`src/hw/rtl/spr_pkg.sv`:
```
`timescale 1ns / 1ps
// spr_pkg: shared types and constants for the stream pattern replace block.
// No dependencies; every other file takes names from here by scope.
package spr_pkg;

    localparam int WIN_DEPTH   = 16;   // pending-byte window entries
    localparam int MAX_PATTERN = 16;   // longest pattern in bytes
    localparam int MAX_REPLACE = 16;   // longest replacement in bytes
    localparam int QDEPTH      = 4;    // descriptor queue entries
    localparam int QAW         = 2;    // queue pointer width
    localparam int CFG_AW      = 6;    // APB byte address width
    localparam int CFG_DW      = 64;   // APB data width

    typedef struct packed {
        logic [7:0] data_byte;
        logic       string_end;
    } in_item_t;

    typedef struct packed {
        logic [7:0] out_byte;
        logic       byte_valid;
        logic       run_last;
        logic       output_end;
    } out_item_t;

    typedef enum logic [2:0] {
        REG_PATTERN_LOW  = 3'd0,
        REG_PATTERN_HIGH = 3'd1,
        REG_PATTERN_LEN  = 3'd2,
        REG_REPLACE_LOW  = 3'd3,
        REG_REPLACE_HIGH = 3'd4,
        REG_REPLACE_LEN  = 3'd5
    } reg_idx_t;

    // What the back end does with one queued item
    typedef enum logic [1:0] {
        DESC_WIN   = 2'd0,   // emit oldest window bytes from the snapshot
        DESC_REPL  = 2'd1,   // emit the replacement string
        DESC_EMPTY = 2'd2    // empty end marker
    } desc_kind_t;

    typedef struct packed {
        logic [MAX_PATTERN-1:0][7:0] pattern;
        logic [4:0]                  plen;     // clamped length
        logic [MAX_REPLACE-1:0][7:0] repl;
        logic [4:0]                  rlen;     // clamped length
    } cfg_t;

    typedef struct packed {
        desc_kind_t                kind;
        logic [WIN_DEPTH-1:0][7:0] snap;     // window, newest byte at entry 0
        logic [3:0]                start;    // snapshot entry of first byte out
        logic [4:0]                num;      // results to emit, 1 to 16
        logic                      str_end;  // item closed the string
    } desc_t;

endpackage

```
`src/hw/rtl/spr_cfg.sv`:
```
`timescale 1ns / 1ps
// spr_cfg: APB register bank for pattern and replacement settings.
// Depends on spr_pkg.
module spr_cfg (
    input  logic                        aclk,
    input  logic                        aresetn,
    input  logic                        psel,
    input  logic                        penable,
    input  logic                        pwrite,
    input  logic [spr_pkg::CFG_AW-1:0]  paddr,
    input  logic [spr_pkg::CFG_DW-1:0]  pwdata,
    output logic [spr_pkg::CFG_DW-1:0]  prdata,
    output logic                        pready,
    output spr_pkg::cfg_t               cfg
);

    logic [63:0]       pat_lo_reg;
    logic [63:0]       pat_hi_reg;
    logic [4:0]        pat_len_reg;
    logic [63:0]       rep_lo_reg;
    logic [63:0]       rep_hi_reg;
    logic [4:0]        rep_len_reg;
    logic              wr_en;
    spr_pkg::reg_idx_t idx;

    assign pready = 1'b1;
    assign wr_en  = psel && penable && pwrite;
    assign idx    = spr_pkg::reg_idx_t'(paddr[spr_pkg::CFG_AW-1:3]);

    always_ff @(posedge aclk) begin
        if (!aresetn) begin
            pat_lo_reg  <= '0;
            pat_hi_reg  <= '0;
            pat_len_reg <= '0;
            rep_lo_reg  <= '0;
            rep_hi_reg  <= '0;
            rep_len_reg <= '0;
        end else if (wr_en) begin
            unique case (idx)
                spr_pkg::REG_PATTERN_LOW:  pat_lo_reg  <= pwdata;
                spr_pkg::REG_PATTERN_HIGH: pat_hi_reg  <= pwdata;
                spr_pkg::REG_PATTERN_LEN:  pat_len_reg <= pwdata[4:0];
                spr_pkg::REG_REPLACE_LOW:  rep_lo_reg  <= pwdata;
                spr_pkg::REG_REPLACE_HIGH: rep_hi_reg  <= pwdata;
                spr_pkg::REG_REPLACE_LEN:  rep_len_reg <= pwdata[4:0];
                default: ;
            endcase
        end
    end

    always_comb begin
        unique case (idx)
            spr_pkg::REG_PATTERN_LOW:  prdata = pat_lo_reg;
            spr_pkg::REG_PATTERN_HIGH: prdata = pat_hi_reg;
            spr_pkg::REG_PATTERN_LEN:  prdata = {59'd0, pat_len_reg};
            spr_pkg::REG_REPLACE_LOW:  prdata = rep_lo_reg;
            spr_pkg::REG_REPLACE_HIGH: prdata = rep_hi_reg;
            spr_pkg::REG_REPLACE_LEN:  prdata = {59'd0, rep_len_reg};
            default:                   prdata = '0;
        endcase
    end

    // Oversized lengths saturate at the maximum
    always_comb begin
        cfg.pattern = {pat_hi_reg, pat_lo_reg};
        cfg.repl    = {rep_hi_reg, rep_lo_reg};
        cfg.plen    = (pat_len_reg > 5'(spr_pkg::MAX_PATTERN)) ?
                      5'(spr_pkg::MAX_PATTERN) : pat_len_reg;
        cfg.rlen    = (rep_len_reg > 5'(spr_pkg::MAX_REPLACE)) ?
                      5'(spr_pkg::MAX_REPLACE) : rep_len_reg;
    end

endmodule

```
`src/hw/rtl/spr_front.sv`:
```
`timescale 1ns / 1ps
// spr_front: takes input items, keeps the pending window and classifies each
// item into at most one queue descriptor. Depends on spr_pkg.
module spr_front (
    input  logic              aclk,
    input  logic              aresetn,
    input  logic              s_valid,
    output logic              s_ready,
    input  spr_pkg::in_item_t s_item,
    input  spr_pkg::cfg_t     cfg,
    output logic              q_wr_valid,
    output spr_pkg::desc_t    q_wr_data,
    input  logic              q_wr_ready
);

    logic [spr_pkg::WIN_DEPTH-1:0][7:0] hist_reg;
    logic [spr_pkg::WIN_DEPTH-1:0][7:0] hist_next;
    logic [3:0]                         count_reg;
    logic [3:0]                         count_next;
    logic [4:0]                         cnt1;
    logic [spr_pkg::WIN_DEPTH:0]        cmp;
    logic [4:0]                         lmax;
    logic [4:0]                         nbytes;
    logic                               full_match;
    logic                               accept;
    logic                               emit;
    logic                               last;

    assign s_ready = q_wr_ready;
    assign accept  = s_valid && s_ready;
    assign last    = s_item.string_end;

    // Window as a shift line: entry 0 newest, entry count oldest
    assign hist_next = {hist_reg[spr_pkg::WIN_DEPTH-2:0], s_item.data_byte};
    assign cnt1      = {1'b0, count_reg} + 5'd1;

    // cmp[l]: newest l bytes equal the first l pattern bytes
    always_comb begin
        logic m;
        cmp[0] = 1'b1;
        for (int l = 1; l <= spr_pkg::WIN_DEPTH; l++) begin
            m = 1'b1;
            for (int i = 0; i < l; i++) begin
                m = m & (hist_next[l-1-i] == cfg.pattern[i]);
            end
            cmp[l] = m;
        end
    end

    // Longest surviving suffix that is a proper prefix of the pattern
    always_comb begin
        lmax = 5'd0;
        for (int l = 1; l <= spr_pkg::WIN_DEPTH; l++) begin
            if ((5'(l) <= cnt1) && (5'(l) < cfg.plen) && cmp[l]) begin
                lmax = 5'(l);
            end
        end
    end

    assign full_match = (cfg.plen != 5'd0) && (cnt1 == cfg.plen) && cmp[cfg.plen];
    assign nbytes     = last ? cnt1 : (cnt1 - lmax);

    always_comb begin
        q_wr_data.snap    = hist_next;
        q_wr_data.start   = count_reg;
        q_wr_data.str_end = last;
        q_wr_data.kind    = spr_pkg::DESC_WIN;
        q_wr_data.num     = nbytes;
        emit              = 1'b0;
        count_next        = last ? 4'd0 : lmax[3:0];
        if (full_match) begin
            count_next = 4'd0;
            if (cfg.rlen != 5'd0) begin
                q_wr_data.kind = spr_pkg::DESC_REPL;
                q_wr_data.num  = cfg.rlen;
                emit           = 1'b1;
            end else if (last) begin
                q_wr_data.kind = spr_pkg::DESC_EMPTY;
                q_wr_data.num  = 5'd1;
                emit           = 1'b1;
            end
        end else if (nbytes != 5'd0) begin
            emit = 1'b1;
        end else if (last) begin
            q_wr_data.kind = spr_pkg::DESC_EMPTY;
            q_wr_data.num  = 5'd1;
            emit           = 1'b1;
        end
    end

    assign q_wr_valid = accept && emit;

    always_ff @(posedge aclk) begin
        if (!aresetn) begin
            count_reg <= '0;
        end else if (accept) begin
            count_reg <= count_next;
        end
    end

    always_ff @(posedge aclk) begin
        if (accept) begin
            hist_reg <= hist_next;
        end
    end

endmodule

```
`src/hw/rtl/spr_queue.sv`:
```
`timescale 1ns / 1ps
// spr_queue: short descriptor FIFO between the front and back ends.
// Depends on spr_pkg.
module spr_queue (
    input  logic           aclk,
    input  logic           aresetn,
    input  logic           wr_valid,
    output logic           wr_ready,
    input  spr_pkg::desc_t wr_data,
    output logic           rd_valid,
    input  logic           rd_pop,
    output spr_pkg::desc_t rd_data
);

    spr_pkg::desc_t                mem_reg [spr_pkg::QDEPTH];
    logic [spr_pkg::QAW-1:0]       wr_ptr_reg;
    logic [spr_pkg::QAW-1:0]       rd_ptr_reg;
    logic [spr_pkg::QAW:0]         count_reg;
    logic [spr_pkg::QAW:0]         count_next;
    logic                          push;
    logic                          pop;

    assign wr_ready = (count_reg != (spr_pkg::QAW+1)'(spr_pkg::QDEPTH));
    assign rd_valid = (count_reg != '0);
    assign rd_data  = mem_reg[rd_ptr_reg];
    assign push     = wr_valid && wr_ready;
    assign pop      = rd_pop && rd_valid;

    always_comb begin
        count_next = count_reg;
        if (push && !pop) begin
            count_next = count_reg + 1'b1;
        end else if (pop && !push) begin
            count_next = count_reg - 1'b1;
        end
    end

    always_ff @(posedge aclk) begin
        if (!aresetn) begin
            wr_ptr_reg <= '0;
            rd_ptr_reg <= '0;
            count_reg  <= '0;
        end else begin
            count_reg <= count_next;
            if (push) begin
                wr_ptr_reg <= wr_ptr_reg + 1'b1;
            end
            if (pop) begin
                rd_ptr_reg <= rd_ptr_reg + 1'b1;
            end
        end
    end

    always_ff @(posedge aclk) begin
        if (push) begin
            mem_reg[wr_ptr_reg] <= wr_data;
        end
    end

endmodule

```
`src/hw/rtl/spr_back.sv`:
```
`timescale 1ns / 1ps
// spr_back: expands queued descriptors into result items, one per cycle while
// m_ready allows, through a registered output stage. Depends on spr_pkg.
module spr_back (
    input  logic               aclk,
    input  logic               aresetn,
    input  spr_pkg::cfg_t      cfg,
    input  logic               head_valid,
    input  spr_pkg::desc_t     head,
    output logic               head_pop,
    output logic               m_valid,
    input  logic               m_ready,
    output spr_pkg::out_item_t m_item
);

    logic [3:0]         pos_reg;
    logic               m_valid_reg;
    spr_pkg::out_item_t m_item_reg;
    spr_pkg::out_item_t item_next;
    logic               load;
    logic               final_res;
    logic [3:0]         src_idx;

    assign load      = head_valid && (!m_valid_reg || m_ready);
    assign final_res = (({1'b0, pos_reg} + 5'd1) == head.num);
    assign head_pop  = load && final_res;
    assign src_idx   = head.start - pos_reg;

    always_comb begin
        item_next.run_last   = final_res;
        item_next.output_end = final_res && head.str_end;
        unique case (head.kind)
            spr_pkg::DESC_WIN: begin
                item_next.out_byte   = head.snap[src_idx];
                item_next.byte_valid = 1'b1;
            end
            spr_pkg::DESC_REPL: begin
                item_next.out_byte   = cfg.repl[pos_reg];
                item_next.byte_valid = 1'b1;
            end
            spr_pkg::DESC_EMPTY: begin
                item_next.out_byte   = 8'd0;
                item_next.byte_valid = 1'b0;
            end
            default: begin
                item_next.out_byte   = 8'd0;
                item_next.byte_valid = 1'b0;
            end
        endcase
    end

    always_ff @(posedge aclk) begin
        if (!aresetn) begin
            m_valid_reg <= 1'b0;
            pos_reg     <= '0;
        end else begin
            if (load) begin
                m_valid_reg <= 1'b1;
                pos_reg     <= final_res ? 4'd0 : pos_reg + 4'd1;
            end else if (m_ready) begin
                m_valid_reg <= 1'b0;
            end
        end
    end

    always_ff @(posedge aclk) begin
        if (load) begin
            m_item_reg <= item_next;
        end
    end

    assign m_valid = m_valid_reg;
    assign m_item  = m_item_reg;

endmodule

```
`src/hw/rtl/stream_pattern_replace_top.sv`:
```
`timescale 1ns / 1ps
// Stream search and replace, one byte per item. Every leftmost, non-overlapping
// occurrence of the programmed pattern (up to 16 bytes) is replaced by the
// programmed replacement (up to 16 bytes); other bytes pass in order, and the
// end of each string is marked on its last result (an empty marker item when
// nothing is left to send). Rate: an input item is taken every clock while the
// four-entry descriptor queue has room. Each item yields 0 to 16 results,
// which the back end sends one per clock while m_ready does not stall it, and
// the queue absorbs replacement bursts. The first result of an item passes
// through the descriptor queue and then the registered output stage. Program the
// registers only while the block is idle. Depends on spr_pkg, spr_cfg,
// spr_front, spr_queue and spr_back.
module stream_pattern_replace_top (
    input  logic                        aclk,
    input  logic                        aresetn,
    // byte input channel
    input  logic                        s_valid,
    output logic                        s_ready,
    input  spr_pkg::in_item_t           s_item,
    // edited string output channel
    output logic                        m_valid,
    input  logic                        m_ready,
    output spr_pkg::out_item_t          m_item,
    // register port, 64-bit registers at 8-byte spacing
    input  logic                        psel,
    input  logic                        penable,
    input  logic                        pwrite,
    input  logic [spr_pkg::CFG_AW-1:0]  paddr,
    input  logic [spr_pkg::CFG_DW-1:0]  pwdata,
    output logic [spr_pkg::CFG_DW-1:0]  prdata,
    output logic                        pready
);

    spr_pkg::cfg_t  cfg;
    spr_pkg::desc_t q_wr_data;
    spr_pkg::desc_t q_head;
    logic           q_wr_valid;
    logic           q_wr_ready;
    logic           q_valid;
    logic           q_pop;

    // Register bank; lengths above 16 are saturated here
    spr_cfg u_cfg (
        .aclk    (aclk),
        .aresetn (aresetn),
        .psel    (psel),
        .penable (penable),
        .pwrite  (pwrite),
        .paddr   (paddr),
        .pwdata  (pwdata),
        .prdata  (prdata),
        .pready  (pready),
        .cfg     (cfg)
    );

    // Front end: window of pending bytes, match test against all prefix
    // lengths in parallel, at most one descriptor per item
    spr_front u_front (
        .aclk       (aclk),
        .aresetn    (aresetn),
        .s_valid    (s_valid),
        .s_ready    (s_ready),
        .s_item     (s_item),
        .cfg        (cfg),
        .q_wr_valid (q_wr_valid),
        .q_wr_data  (q_wr_data),
        .q_wr_ready (q_wr_ready)
    );

    // Descriptor queue: lets the front keep taking bytes during bursts
    spr_queue u_queue (
        .aclk     (aclk),
        .aresetn  (aresetn),
        .wr_valid (q_wr_valid),
        .wr_ready (q_wr_ready),
        .wr_data  (q_wr_data),
        .rd_valid (q_valid),
        .rd_pop   (q_pop),
        .rd_data  (q_head)
    );

    // Back end: serialises each descriptor into result items
    spr_back u_back (
        .aclk       (aclk),
        .aresetn    (aresetn),
        .cfg        (cfg),
        .head_valid (q_valid),
        .head       (q_head),
        .head_pop   (q_pop),
        .m_valid    (m_valid),
        .m_ready    (m_ready),
        .m_item     (m_item)
    );

    // Input only stalls on a full queue, which cannot be empty at the same time
    a_stall_needs_queue : assert property (
        @(posedge aclk) disable iff (!aresetn)
        !s_ready |-> q_valid
    ) else $error("input stalled while descriptor queue empty");

    // The empty marker only ever closes a string
    a_empty_marker : assert property (
        @(posedge aclk) disable iff (!aresetn)
        (m_valid && !m_item.byte_valid) |-> (m_item.run_last && m_item.output_end)
    ) else $error("empty result item without end marks");

    // End of string is always the last result of its item
    a_end_is_run_last : assert property (
        @(posedge aclk) disable iff (!aresetn)
        (m_valid && m_item.output_end) |-> m_item.run_last
    ) else $error("output_end without run_last");

endmodule

```
`config.mk`:
```
export PLATFORM = sky130hd
export DESIGN_NAME = stream_pattern_replace_top
export DESIGN_NICKNAME = d
export VERILOG_FILES = /design/src/hw/rtl/spr_pkg.sv /design/src/hw/rtl/spr_cfg.sv /design/src/hw/rtl/spr_front.sv /design/src/hw/rtl/spr_queue.sv /design/src/hw/rtl/spr_back.sv /design/src/hw/rtl/stream_pattern_replace_top.sv
export SDC_FILE = /design/constraint.sdc
export NUM_CORES = 2
export LEC_CHECK = 0
export BUFFER_PORTS_ARGS = -buffer_cell sky130_fd_sc_hd__buf_2
export CAP_MARGIN = 20
export CELL_PAD_IN_SITES_DETAIL_PLACEMENT = 0
export CELL_PAD_IN_SITES_GLOBAL_PLACEMENT = 1
export CORE_UTILIZATION = 28
export CTS_CLUSTER_DIAMETER = 80
export DETAILED_ROUTE_END_ITERATION = 7
export GPL_ROUTABILITY_DRIVEN = 1
export PLACE_DENSITY_LB_ADDON = 0.1
export RECOVER_POWER = 25
export SETUP_SLACK_MARGIN = 0.2
export SLEW_MARGIN = 0
export SYNTH_ARGS = -nofsm -noshare
export SYNTH_HDL_FRONTEND = slang
export SYNTH_HIERARCHICAL = 1
export SYNTH_SLANG_ARGS = --single-unit
```
`constraint.sdc`:
```
create_clock -name aclk -period 16.4 [get_ports aclk]
set_input_delay 2.46 -clock aclk [delete_from_list [all_inputs] [get_ports aclk]]
set_output_delay 2.46 -clock aclk [all_outputs]
set_load 0.02 [all_outputs]
```
==> flow_results.org <==
** Finish
- After the flow finishes, the layout carries non-filler instances totaling ~7100.
- Multi-input combinational cell area :: 25400 sq um
- The net count of the finished layout is 4606.
- Once layout is done, the placed cells without fillers occupy 61400 sq um.
- The register with the most flip-flops in the layout has 560 of them.
- Fillcell total :: just under 20000
- Relative to the synthesized area, the layout overhead comes to 13.2%.
- Fraction of final layout cells with drive strength greater than 1 :: 16.9%
- The sequential cells in the finished layout cover a total of 26500 sq um.

** Setup path
- Required time reported for the critical path endpoint :: 16.78 ns
- The worst setup path is launched from a primary input.
- Data arrives at the worst endpoint at between 10 and 15 ns.
- The critical path contains buffers and inverters numbering 5 combined.
- Kind of cell adding the most delay to the critical path :: simple AND/OR/NAND/NOR gates
- Critical path, cell by cell :: buf_2 > buf_4 > xnor2_1 > nand4_1 > nor4_1 > nand4_1 > nor4_2 > and4_1 > o21ai_0 > a31oi_1 > ha_1 > inv_1 > fa_1 > a21o_1 > a21o_1 > a211oi_2 > a211oi_1 > mux2_2 > a21oi_1 > a21boi_2 > and2_4 > buf_12 > buf_4
- Worst setup slack for register-to-register paths :: 6.73 ns
- Crit path capture type :: flip-flop
- The largest single stage delay on the critical path is 0.88 ns.
- By startpoint and endpoint, the worst setup path is classified as primary input to flip-flop.
- The largest individual stage delay along the critical path comes from the cell nor4_2.
- In this run the worst path has a maximum fanout of 84.

** Placed design
- Routability congestion estimate :: ~1
- Input/output buffers :: 159
- Cell area after placement :: 57700 sq um
- Pre-CTS setup slack :: between 5 and 6 ns
- Detail Placement HPWL :: 177 mm
- Including well taps, the total number of placed cells is 6912.

** Die
- Chip Height :: 442 microns
- The region available for standard cell placement spans 192000 sq um.
- The floorplan step defined a die boundary enclosing between 150000 and 200000 sq um.
- Cell Rows :: 161
- I/O pins :: ~160
- Measured along the x axis, the die boundary spans 442 microns.
- Initial Utilization :: 28.2%

** Detailed routing
- Wire length per cell :: 37.6 microns
- After detailed routing, the number of remaining DRC violations is 0.
- Drt initial violations :: 4498
- Summing over every cut layer, the via total after detailed routing is 39300.
- Ratio of routed vias to standard cells :: 5.52
- Total Wirelength :: 268 mm
- The first detailed-routing pass ran for 7 iterations.
- Post-route ant nets :: 0

** Synth
- Area fraction of the dominant cell type after synthesis :: 38.3%
- The mapped netlist covers 54200 sq um.
- Sequential cells were found to cover 48.8% of the synthesized design area.
- Number of synthesized flops with an enable pin :: 691
- Of all flip-flops after synthesis, the portion carrying an async set or reset was 0%.
- edfxtp_1 takes more of the synthesized area than any other cell.
- Number of cells produced by synthesis :: 4432
- Sorting the synthesized cells by area gives the leading types as edfxtp_1 38%, dfxtp_1 10%, xor2_1 9.8%.
- Post-Synthesis Net Count :: 4538
- During synthesis, Yosys emitted a total of 6 warnings.
- Avg Cell Area, Syn :: 12.2 sq um
- In the synthesized netlist the dominant register cell turns out to be edfxtp_1.
- The netlist uses 89 different library cells.
- Number of register bits inferred by synthesis :: 975

** Clock network
- After clock tree synthesis, the clock-pin slew on the worst setup and hold paths is roughly 0.06 ns.
- The root buffer cell chosen for the clock tree is clkbuf_16.
- CTS sink count :: 975
- Clock tree from TritonCTS :: built
- Post-CTS timing repair inserted 0 buffers for setup.
- The H-tree was split into 3 levels.
- Count of hold buffers inserted by post-cts repair :: 0
- In this run the deepest clock path goes through 3 buffers.
- The number of clock buffers added by TritonCTS is between 100 and 150.
- PostCTS Resize Cnt :: 0
- For the worst-skew pair, the clock arrives at the later sink with an insertion delay of 0.77 ns.

** Global routing
- Global routing consumed, over all layers together, 26.7% of the routing resources.
- The number of global-route vias before repair was between 30000 and 40000.
- Wire length of the first global-routing pass :: 358 mm
- Antenna violations before repair :: 8
- Entering global routing, the biggest net connects 105 pins.
- GR Overflow Total :: 0

** Run status
- The run finished, with violations left.
- Violations in the final reports :: max-capacitance violations, max-slew violations

** STA
- Min cycle time layout :: just under 10 ns
- Count of final setup violators :: 0
- Fin crit share :: 60.2%
- Max-slew violation count :: ~430
- Measured against its own limit, the worst slew margin works out to -54.7%.
- The final-report hold violation count came to 0.
- Across the routed clock network, the largest skew measured is 0.0527 ns.
- Fmax :: 101 MHz
- RSZ-0062 raised after global routing :: false
- For the pin with the worst max-slew slack, the measured transition is 2.32 ns.
- Total Negative Setup Slacks :: 0 ns
- Minimum setup slack in the final design :: 6.53 ns

** Job
- Max cap viols :: 27

** Worst hold path
- Class of the tightest hold or removal check :: flip-flop to flip-flop

** Power and ir drop
- For this design the ratio of total power to cell area is 128 nW/um^2.
- Max IR drop VDD :: 91.4 uV
- Summed over all cells, the static leakage comes to 20.9 nW.
-- kinds of logic (layout without fill, tap and decap cells) --
group	count (synthesis)	count (layout)	share of synthesized area, %
AO/OA/AOI/OAI	230	230	3.09
XOR/XNOR	1087	1087	17.6
adder cells (fa/ha/maj)	21	21	0.522
buffers and inverters	483	647	4.62
flip-flops	975	975	48.8
multiplexers	565	565	15.2
other	1	6	0.00692
AND/OR/NAND/NOR	1070	1070	10.2
-- metal layers --
layer | GRT usage [%] | routed length [microns] | vias to the layer above
met3 | 5.06 | 20400 | 677
met2 | 41.5 | 118000 | 2030
met5 | 0 | 60 | -
met1 | 35.8 | 114000 | 20300
li1 | - | - | 16300
met4 | 12.9 | 15700 | 8
-- power breakdown --
group	switching, mW	internal [mW]	total, mW
clock network	1.09	1.47	2.57
logic	1.38	0.705	2.08
registers	0.198	3.04	3.24
-- cell usage after synthesis, types with 5 or more instances --
cell type,n
edfxtp_1,691
xor2_1,607
xnor2_1,479
nand2_1,443
mux2i_1,354
dfxtp_1,284
buf_2,219
nor4_1,212
mux4_2,197
nand4_1,186
clkbuf_1,146
nand3_1,83
o211ai_1,62
inv_1,46
nor2_1,32
a21oi_1,24
buf_6,24
a22oi_1,23
buf_4,22
o21ai_0,20
nand2b_1,19
ha_1,17
nor2b_1,17
and2_1,15
a21o_1,13
buf_8,12
nor3_1,12
o221ai_1,11
buf_1,9
and3_1,8
o2111ai_1,8
and4_1,7
mux2_2,7
mux4_1,7
o22ai_1,7
a31oi_1,6
a22o_1,5
a311oi_1,5
or4_1,5
-- metrics by stage --
step	utilization (%)	power, mW	hold slack (ns)
2_1_floorplan	-	4.47	0.440
3_3_place_gp	30.0	5.38	0.429
3_5_place_dp	30.0	5.38	0.438
4_1_cts	32.0	7.97	0.453
5_1_grt	31.9	8.14	0.473
6_report	31.9	7.88	0.448
-- layout make-up --
type	count	area share, %
Antenna cell	5	0.0204
Clock buffer	129	4.81
Clock inverter	80	1.31
Inverter	49	0.310
Multi-Input combinational cell	2974	41.3
Sequential cell	975	43.1
Tap cell	2526	5.15
Timing Repair Buffer	389	3.96
-- worst reg2reg max path: stages (launching register included) --
cell and delay, ns:
edfxtp_1 0.32, clkbuf_1 1.51, xnor2_1 0.27, nand4_1 0.37, nor4_1 0.64, nand2_1 0.13
nor4_2 0.94, and4_1 0.42, o21ai_0 0.12, a31oi_1 0.32, ha_1 0.22, inv_1 0.06
fa_1 0.46, a21o_1 0.17, a21o_1 0.20, a211oi_2 0.23, a211oi_1 0.07, mux2_2 0.29
a21oi_1 0.30, a21boi_2 0.43, and2_4 0.54, buf_12 0.49, buf_4 0.80
-- worst paths after layout --
check / from / to / cells past startpoint
setup / recovery: s_item[6] / u_queue/mem_reg[1][130]$_DFFE_PP_ / 23
hold / removal: u_front/q_wr_data[90]$_DFFE_PP_ / u_front/q_wr_data[98]$_DFFE_PP_ / 0
hold reg to reg: u_front/q_wr_data[90]$_DFFE_PP_ / u_front/q_wr_data[98]$_DFFE_PP_ / 0
setup reg to reg: u_front/q_wr_data[51]$_DFFE_PP_ / u_queue/mem_reg[1][130]$_DFFE_PP_ / 22
-- placed cells by master (no fill, tap or decap), types with 62 or more instances in the layout --
cell type,n
buf_2,157
buf_4,186
clkbuf_16,115
dfxtp_1,275
edfxtp_1,691
mux2i_1,354
mux4_2,197
nand2_1,443
nand3_1,83
nand4_1,186
nor4_1,207
o211ai_1,62
xnor2_1,479
xor2_1,607
(Power assumes the default switching activity.)
